File: src/rtl/crc8fc_pkg.sv
`default_nettype none
// ----------------------------------------------------------------------------
// crc8fc_pkg
// Shared constants, types and the CRC-8 byte update for the frame checker.
// ----------------------------------------------------------------------------
package crc8fc_pkg;

	localparam int NUM_CONNECTORS = 4;
	// four port id registers and four enable bits bound the connector count
	localparam int NUM_CONN_USED  = (NUM_CONNECTORS < 4) ? NUM_CONNECTORS : 4;

	localparam logic [7:0] MAGIC_BYTE     = 8'h5A;
	localparam logic [7:0] USB_EVENT_TYPE = 8'h01;
	localparam logic [7:0] USB_EVENT_LEN  = 8'h02;
	localparam logic [7:0] CRC_POLY       = 8'h07;

	localparam logic [7:0] STATE_OFF        = 8'h00;
	localparam logic [7:0] STATE_PERIPHERAL = 8'h01;
	localparam logic [7:0] STATE_HOST       = 8'h02;

	localparam logic [2:0] POS_MAGIC  = 3'd0;
	localparam logic [2:0] POS_TYPE   = 3'd1;
	localparam logic [2:0] POS_LENGTH = 3'd2;
	localparam logic [2:0] POS_PORT   = 3'd3;
	localparam logic [2:0] POS_STATE  = 3'd4;
	localparam logic [2:0] POS_CRC    = 3'd5;
	localparam logic [2:0] POS_IDLE   = 3'd6;

	localparam logic [2:0] REG_PORT_ID_0   = 3'd0;
	localparam logic [2:0] REG_PORT_ID_1   = 3'd1;
	localparam logic [2:0] REG_PORT_ID_2   = 3'd2;
	localparam logic [2:0] REG_PORT_ID_3   = 3'd3;
	localparam logic [2:0] REG_ENABLE_MASK = 3'd4;

	typedef enum logic [2:0] {
		STAT_APPLIED    = 3'd0,
		STAT_BAD_MAGIC  = 3'd1,
		STAT_CRC_ERR    = 3'd2,
		STAT_BAD_LENGTH = 3'd3,
		STAT_OTHER_TYPE = 3'd4,
		STAT_NO_CONN    = 3'd5
	} status_t;

	typedef struct packed {
		logic [7:0] magic;
		logic [7:0] ftype;
		logic [7:0] length;
		logic [7:0] port;
		logic [7:0] usb_state;
		logic [7:0] crc;
	} frame_t;

	typedef struct packed {
		status_t    status;
		logic [1:0] conn_idx;
		logic       peripheral;
		logic       host;
		logic       invalid;
	} result_t;

	// MSB-first CRC-8, no reflection, no final xor
	function automatic logic [7:0] crc8_byte(input logic [7:0] crc, input logic [7:0] b);
		logic [7:0] c;
		c = crc ^ b;
		for (int k = 0; k < 8; k++) begin
			c = c[7] ? ((c << 1) ^ CRC_POLY) : (c << 1);
		end
		return c;
	endfunction

endpackage
`default_nettype wire

File: src/rtl/crc8_frame_check_port_state_unit.sv
`default_nettype none
// ----------------------------------------------------------------------------
// crc8_frame_check_port_state_unit
// Six-byte framed port-state receiver with CRC-8 (poly 0x07) check.
// ----------------------------------------------------------------------------
// Usage:
//   Input channel (in_valid/in_ready) carries one frame byte per item with
//   frame_start marking the magic byte. Bytes outside a frame are dropped.
//   Output channel (out_valid/out_ready) carries one status item per frame,
//   loaded into the result register at the edge that accepts the crc byte,
//   so it is visible in the cycle after that byte is accepted.
//   Throughput: one byte per cycle while in_ready is high; the CRC update
//   and all checks are one byte-wide combinational step between the frame
//   registers and the result register.
//   A stalled result holds in the result register; in_ready stays high while
//   that register is empty or being drained, so only a byte arriving behind
//   an undrained result waits.
//   Reset: frame position goes idle (waiting for a start byte), output is
//   empty, port ids reset to 0,1,2,3 and the enable mask to 0.
//   Configuration (cfg_we/cfg_index/cfg_wdata) is for the user to write only
//   while idle (unenforced); indexes past the enable mask register are ignored.
// ----------------------------------------------------------------------------
module crc8_frame_check_port_state_unit import crc8fc_pkg::*; (
	input  wire logic       clk,
	input  wire logic       arst_n,
	input  wire logic       cfg_we,
	input  wire logic [2:0] cfg_index,
	input  wire logic [7:0] cfg_wdata,
	input  wire logic       in_valid,
	output logic            in_ready,
	input  wire logic [7:0] data_byte,
	input  wire logic       frame_start,
	output logic            out_valid,
	input  wire logic       out_ready,
	output logic [2:0]      frame_status,
	output logic [1:0]      connector_index,
	output logic            peripheral_on,
	output logic            host_on,
	output logic            state_invalid
);

	logic [3:0][7:0] port_id_q;
	logic [3:0]      enable_mask_q;
	logic [2:0]      pos_q;
	frame_t          frame_q;
	result_t         result_q;
	logic            out_valid_q;

	logic            in_fire;
	logic [2:0]      pos_eff;
	logic [7:0]      crc_eff;
	logic            active;
	result_t         check_res;

	assign in_ready = !out_valid_q || out_ready;
	assign in_fire  = in_valid && in_ready;
	assign pos_eff  = frame_start ? POS_MAGIC : pos_q;
	assign crc_eff  = frame_start ? 8'h00 : frame_q.crc;
	assign active   = frame_start || (pos_q < POS_IDLE);

	always_ff @(posedge clk or negedge arst_n) begin
		if (!arst_n) begin
			port_id_q[0]  <= 8'd0;
			port_id_q[1]  <= 8'd1;
			port_id_q[2]  <= 8'd2;
			port_id_q[3]  <= 8'd3;
			enable_mask_q <= 4'd0;
		end else if (cfg_we) begin
			unique case (cfg_index)
				REG_PORT_ID_0:   port_id_q[0]  <= cfg_wdata;
				REG_PORT_ID_1:   port_id_q[1]  <= cfg_wdata;
				REG_PORT_ID_2:   port_id_q[2]  <= cfg_wdata;
				REG_PORT_ID_3:   port_id_q[3]  <= cfg_wdata;
				REG_ENABLE_MASK: enable_mask_q <= cfg_wdata[3:0];
				default: ;
			endcase
		end
	end

	always_ff @(posedge clk or negedge arst_n) begin
		if (!arst_n) begin
			pos_q   <= POS_IDLE;
			frame_q <= '0;
		end else if (in_fire && active) begin
			if (pos_eff == POS_CRC) begin
				pos_q <= POS_IDLE;
			end else begin
				pos_q       <= pos_eff + 3'd1;
				frame_q.crc <= crc8_byte(crc_eff, data_byte);
			end
			unique case (pos_eff)
				POS_MAGIC:  frame_q.magic     <= data_byte;
				POS_TYPE:   frame_q.ftype     <= data_byte;
				POS_LENGTH: frame_q.length    <= data_byte;
				POS_PORT:   frame_q.port      <= data_byte;
				POS_STATE:  frame_q.usb_state <= data_byte;
				default: ;
			endcase
		end
	end

	crc8fc_check u_check (
		.frame       (frame_q),
		.crc_byte    (data_byte),
		.port_id     (port_id_q),
		.enable_mask (enable_mask_q),
		.result      (check_res)
	);

	always_ff @(posedge clk or negedge arst_n) begin
		if (!arst_n) begin
			out_valid_q <= 1'b0;
		end else if (in_fire && active && pos_eff == POS_CRC) begin
			out_valid_q <= 1'b1;
		end else if (out_ready) begin
			out_valid_q <= 1'b0;
		end
	end

	always_ff @(posedge clk) begin
		if (in_fire && active && pos_eff == POS_CRC) begin
			result_q <= check_res;
		end
	end

	assign out_valid       = out_valid_q;
	assign frame_status    = result_q.status;
	assign connector_index = result_q.conn_idx;
	assign peripheral_on   = result_q.peripheral;
	assign host_on         = result_q.host;
	assign state_invalid   = result_q.invalid;

	// a new result only follows an accepted crc byte
	a_result_src: assert property (@(posedge clk) disable iff (!arst_n)
		$rose(out_valid_q) |-> $past(in_fire && !frame_start && pos_q == POS_CRC))
		else $error("result without crc byte");

	// start byte always lands on the type position next
	a_start_pos: assert property (@(posedge clk) disable iff (!arst_n)
		in_fire && frame_start |=> pos_q == POS_TYPE)
		else $error("start byte did not restart frame");

	// idle bytes leave the frame idle
	a_idle_drop: assert property (@(posedge clk) disable iff (!arst_n)
		in_fire && !frame_start && pos_q == POS_IDLE |=> pos_q == POS_IDLE)
		else $error("idle byte advanced frame");

	// fields are zero unless the update was applied
	a_zero_fields: assert property (@(posedge clk) disable iff (!arst_n)
		out_valid_q && result_q.status != STAT_APPLIED |->
		(result_q.conn_idx == 2'd0 && !result_q.peripheral && !result_q.host
		 && !result_q.invalid))
		else $error("nonzero fields on rejected frame");

	// peripheral and host never both on
	a_excl: assert property (@(posedge clk) disable iff (!arst_n)
		out_valid_q |-> !(result_q.peripheral && result_q.host))
		else $error("peripheral and host both on");

endmodule
`default_nettype wire

File: src/rtl/crc8fc_check.sv
`default_nettype none
// ----------------------------------------------------------------------------
// crc8fc_check
// Checks a completed frame against its crc byte and picks the connector.
// ----------------------------------------------------------------------------
module crc8fc_check import crc8fc_pkg::*; (
	input  var frame_t                  frame,
	input  wire logic [7:0]             crc_byte,
	input  wire logic [3:0][7:0]        port_id,
	input  wire logic [3:0]             enable_mask,
	output result_t                     result
);

	logic       found;
	logic [1:0] found_idx;

	// lowest enabled connector with a matching port id wins
	always_comb begin
		found     = 1'b0;
		found_idx = 2'd0;
		for (int i = NUM_CONN_USED - 1; i >= 0; i--) begin
			if (enable_mask[i] && (port_id[i] == frame.port)) begin
				found     = 1'b1;
				found_idx = 2'(i);
			end
		end
	end

	always_comb begin
		result = '0;
		priority if (frame.magic != MAGIC_BYTE) begin
			result.status = STAT_BAD_MAGIC;
		end else if (frame.crc != crc_byte) begin
			result.status = STAT_CRC_ERR;
		end else if (frame.ftype == USB_EVENT_TYPE && frame.length != USB_EVENT_LEN) begin
			result.status = STAT_BAD_LENGTH;
		end else if (frame.ftype != USB_EVENT_TYPE) begin
			result.status = STAT_OTHER_TYPE;
		end else if (!found) begin
			result.status = STAT_NO_CONN;
		end else begin
			result.status     = STAT_APPLIED;
			result.conn_idx   = found_idx;
			result.peripheral = (frame.usb_state == STATE_PERIPHERAL);
			result.host       = (frame.usb_state == STATE_HOST);
			result.invalid    = (frame.usb_state > STATE_HOST);
		end
	end

endmodule
`default_nettype wire
File: config.mk
export PLATFORM = sky130hd
export DESIGN_NAME = crc8_frame_check_port_state_unit
export DESIGN_NICKNAME = d
export VERILOG_FILES = /design/src/rtl/crc8fc_pkg.sv /design/src/rtl/crc8_frame_check_port_state_unit.sv /design/src/rtl/crc8fc_check.sv
export SDC_FILE = /design/constraint.sdc
export NUM_CORES = 1
export LEC_CHECK = 0
export ABC_AREA = 0
export BUFFER_PORTS_ARGS = -buffer_cell sky130_fd_sc_hd__buf_2
export CAP_MARGIN = 20
export CORE_MARGIN = 4
export CORE_UTILIZATION = 45
export DETAILED_ROUTE_END_ITERATION = 12
export PLACE_DENSITY = 0.6
export RECOVER_POWER = 50
export SYNTH_ARGS = -nofsm -noshare
export SYNTH_HDL_FRONTEND = slang
export SYNTH_HIERARCHICAL = 1
export SYNTH_SLANG_ARGS = --single-unit
File: constraint.sdc
create_clock -name clk -period 5.6 [get_ports clk]
set_input_delay 0.28 -clock clk [delete_from_list [all_inputs] [get_ports clk]]
set_output_delay 0.28 -clock clk [all_outputs]
set_load 0.1 [all_outputs]
# Word-level counts from Yosys, hierarchy flattened
# Cells that the tools add are included.
[classes]
n_mux = 24
n_eq_ne = 20
order_cmp = 2
bitwise_logic = 11
n_reduce_logical = 29
addsub = 1
[op_table]
columns = ["op", "n"]
rows = [
  ["$mux W3", 12],
  ["$eq A8 B8 Y1", 4],
  ["$not A3 Y3", 8],
  ["$reduce_and A2 Y1", 11],
  ["$eq A8 B1 Y1 const B", 2],
  ["$eq A3 B2 Y1 const B", 4],
  ["$eq A3 B3 Y1 const B", 3],
  ["$eq A8 B2 Y1 const B", 1],
  ["$gt A8 B2 Y1 const B", 1],
  ["$logic_and A1 B1 Y1", 8],
  ["$mux W2", 4],
  ["$mux W8", 1],
  ["$ne A8 B1 Y1 const B", 1],
  ["$ne A8 B2 Y1 const B", 1],
  ["$ne A8 B7 Y1 const B", 1],
  ["$ne A8 B8 Y1", 1],
  ["$xor A8 B8 Y8", 1],
  ["$mux W1", 7],
  ["$reduce_or A7 Y1", 1],
  ["$eq A3 B1 Y1 const B", 2],
  ["$logic_not A3 Y1", 2],
  ["$reduce_or A6 Y1", 1],
  ["$reduce_or A5 Y1", 1],
  ["$add A3 B1 Y3 const B", 1],
  ["other kinds (6)", 8],
]
[word_totals]
inputBits = 25
out_inout_bits = 10
reg_bits = 96
elab_cells = 107

# Logic depth before layout (Yosys ltp)
[depth]
ltp_word = 18
ltp_mapped = 10

# By module
# Netlist, hierarchy kept.
[by_module_without_submodules]
columns = ["mod", "instances", "area_per_inst_um2", "cells_per_inst"]
rows = [
  ["crc8_frame_check_port_state_unit", 1, 4211.5, 302],
  ["crc8fc_check", 1, 718.2, 101],
]

# Worst setup path before layout
# OpenSTA, ideal clock, no wires.
[synth_timing]
path_kind = "register to register"
startpoint = "register out_valid_q, in the netlist out_valid"
endpoint = "register frame_q[24] in the netlist's numbering"
n_path_buf = 0
path_slack_ns = 2.606
stages_incl_launch_ff = 6
setup_ns = 0.125
t_arrival_ns = 2.869
path_cell_list = "dfrtp_1 nand2b_1 nand2_1 nor2_1 nand2_1 mux2_2"
[synth_between]
elab_chain_len = 5
[synth_lines]
columns = ["element", "line_no", "source"]
rows = [
  ["start, declared", "crc8_frame_check_port_state_unit.sv:47", "logic out_valid_q;"],
  ["start signal, assigned", "crc8_frame_check_port_state_unit.sv:112", "out_valid_q <= 1'b0;"],
  ["start signal, assigned", "crc8_frame_check_port_state_unit.sv:114", "out_valid_q <= 1'b1;"],
  ["start signal, assigned", "crc8_frame_check_port_state_unit.sv:116", "out_valid_q <= 1'b0;"],
  ["$logic_not A1 Y1", "crc8_frame_check_port_state_unit.sv:55", "assign in_ready = !out_valid_q || out_ready;"],
  ["$logic_or A1 B1 Y1", "crc8_frame_check_port_state_unit.sv:55", ""],
  ["via in_ready", "crc8_frame_check_port_state_unit.sv:30", "output logic in_ready,"],
  ["$logic_and A1 B1 Y1", "crc8_frame_check_port_state_unit.sv:56", "assign in_fire = in_valid && in_ready;"],
  ["$logic_and A1 B1 Y1", "crc8_frame_check_port_state_unit.sv:84", "end else if (in_fire && active) begin"],
  ["$reduce_and A2 Y1 (no line)", "-", ""],
  ["end, declared", "crc8_frame_check_port_state_unit.sv:45", "frame_t frame_q;"],
]
# The timed path passes the listed nets, and every way through them passes these cells.
# A chain may end at the register's enable or synchronous reset.

==> results_dict.tcl <==
set metrics [dict create \
    rrSetupSlack_ps 3260 \
    cts_setup_buffers 0 \
    synthArstFlopShare 0.9167 \
    grt_overflow 0 \
    ys_ff_latch 96 \
    drt-initial-drc-count 58 \
    setup_tns_ps 0 \
    clock_skew_ps 8.171 \
    status "finished with violations" \
    ys_seq_area_frac 0.4970 \
    ys_warn_count 6 \
    syn-cell-area_sq_um 4930 \
    htreeDepth 3 \
    drc_errors 0 \
    syn2layout_area_growth_pct 8.274 \
    violations "max-capacitance violations, max-slew violations" \
    startpoint "arst_n" \
    cts_buffers 9 \
    rows 37 \
    nFillCells 947 \
    reg2reg_depth 5 \
    crit_cells 3 \
    dieArea_sq_um 12690 \
    wl_per_cell_um 17.08 \
    grt_pass1_wl_um 16120 \
    timing.final.crit_share 0.5964 \
    synth_common_cells "dfrtp_1 (82), mux2_2 (61), xnor2_1 (49), mux2_1 (18), nand2_1 (18)" \
    synth.distinct_cells 52 \
    die_h_um 112.7 \
    finalWirelength_um 9736 \
    synth_area_leader_cell "dfrtp_1" \
    synth_area_leaders "dfrtp_1 (42%), mux2_2 (14%), xnor2_1 (8.7%)" \
    power.total_uw 2467 \
    crit_arrival_ps 3620 \
    tightest_slew_ps 2293 \
    required_ps 5880 \
    yosys.cell_count.top_type "dfrtp_1" \
    start_util 0.4691 \
    drive_above_1_share 0.2811 \
    criticalPathCategory "primary input to asynchronous set/reset pin" \
    setup_viol 0 \
    cpPeakStageDelay_ps 1620 \
    worstSetupEndpointType "asynchronous set/reset pin" \
    power_density_nw_per_um2 462.1 \
    via_per_inst 5.204 \
    crit_path_top_delay_cell "clkbuf_1" \
    max_freq_ghz 0.2994 \
    critPathMaxFanout 49 \
    path_delay_family "buffers and inverters" \
    io_buffers 34 \
    drv_slew 41 \
    min_period_ps 3340 \
    worstReg2RegEnd "host_on" \
    finalHoldViolCount 0 \
    diodes 0 \
    antenna_found_initial 0 \
    rr_startpoint "out_valid" \
    grt_max_degree 50 \
    dieWidth_um 112.7 \
    cts.clk_slew.worst_paths_ps 90 \
    synth_edf_count 8 \
    dp_hpwl_um 6954 \
    dr.pass1.iters 4 \
    synthCells 403 \
    peakVddDrop_mv 0.2013 \
    final_nets 459 \
    start_kind "primary input" \
    place_inst 553 \
    cp_num_buf_inv 3 \
    min_path_type "primary input to register" \
    root_buffer "clkbuf_8" \
    grt_usage 0.1608 \
    synth_top_area_share 0.4162 \
    avgSynthCellArea_sq_um 12.23 \
    io_pins 35 \
    rsz0062_at_grt "false" \
    ant_nets 0 \
    clock_sinks 96 \
    syn_nets 433 \
    worstSetupEndpoint "frame_q[31]" \
    relSlewSlack -0.5285 \
    power.leakage_uw 0.002136 \
    clk_path_buf_depth 2 \
    routabilityCongestion 0.7533 \
    clk_latency_ps 360 \
    grt_pass1_vias 3039 \
    cap_violations 1 \
    fin_cells 570 \
    path_cells "dlygate4sd3_1 > clkbuf_1 > clkbuf_2" \
    cts_tree "done" \
    core_area_sq_um 10510 \
    vias 2966 \
    ys.flop_type "dfrtp_1" \
]
[cells in the final DEF, fill, tap and decap left out, types with 10 or more instances in the layout]
cell type   n
xnor2_1    49
a21oi_1    16
buf_2      23
nor2_1     18
nand2_1    18
dfrtp_1    82
xor2_1     14
clkbuf_1   13
mux2_1     19
mux2_2     60
clkbuf_8   10
[power by group]
group / switching, uW / internal, uW
clock network: 242 / 220
registers: 228 / 952
logic: 377 / 447
total: 847 / 1620
[registers in the layout, indices dropped and copies added, names as in the netlist, 2 cells and up]
signal,flops
connector_index,2
enable_mask_q,4
frame_q,48
frame_status,3
port_id_q,32
pos_q,3
[cell type report]
cell class	instances	area, sq um	area share
clock buffer	12	145.1	0.02719
inverter	6	22.52	0.004219
timing repair buffer	36	171.4	0.03211
clock inverter	4	53.80	0.01008
sequential	96	2450	0.4590
multi-input combinational	280	2325	0.4355
tap	136	170.2	0.03188
[how the worst min path moves through the flow]
stage / from / end / slack (ps) / depth (start not counted)
floorplan: arst_n / enable_mask_q[0] / -20 / 0
CTS: cfg_wdata[4] / port_id_q[28] / 170 / 2
global placement: arst_n / port_id_q[26] / 300 / 1
detailed placement: arst_n / port_id_q[26] / 310 / 1
global route: cfg_wdata[4] / port_id_q[12] / 180 / 2
finish: cfg_wdata[4] / port_id_q[28] / 190 / 2
[worst reg2reg max path, stage by stage, from the launching register on]
cell      delay [ps]
dfrtp_1          390
nand2b_1         140
nand2_1          150
a21oi_1          650
nand3_1          350
inv_1            330
[metrics by stage]
step	worst slack, ps	hold WS, ps	utilization	instance area [sq um]
floorplan	2606	-15.59	-	4930
global placement	3248	299.8	0.4918	5169
detailed placement	3189	309.6	0.4918	5169
CTS	3370	174.2	0.5117	5378
global route	1652	179.3	0.5079	5338
finish	2260	194.9	0.5079	5338
[cell families (layout without fill, tap and decap cells)]
| kind of cell | Yosys count | in the layout | synth area share |
|---|---|---|---|
| adder cells (fa/ha/maj) | 5 | 5 | 0.01269 |
| flip-flops | 96 | 96 | 0.4970 |
| multiplexers | 79 | 79 | 0.1805 |
| XOR/XNOR | 66 | 66 | 0.1218 |
| buffers and inverters | 27 | 58 | 0.02715 |
| AND/OR/NAND/NOR | 96 | 96 | 0.1160 |
| AO/OA/AOI/OAI | 34 | 34 | 0.04493 |
[repair_timing]
item                                   CTS  global route
endpoints found under the hold margin   35             0
gates resized for setup                  0             0
hold buffers                             1             0
[per-layer routing]
metal,up-vias,track usage,part of all wire
met1,1466,0.2363,0.52
li1,1446,-,-
met4,0,0.05849,0.016
met5,-,0,0
met3,14,0.02749,0.036
met2,40,0.2389,0.43
No activity file was read; power rests on OpenSTA's default activity.
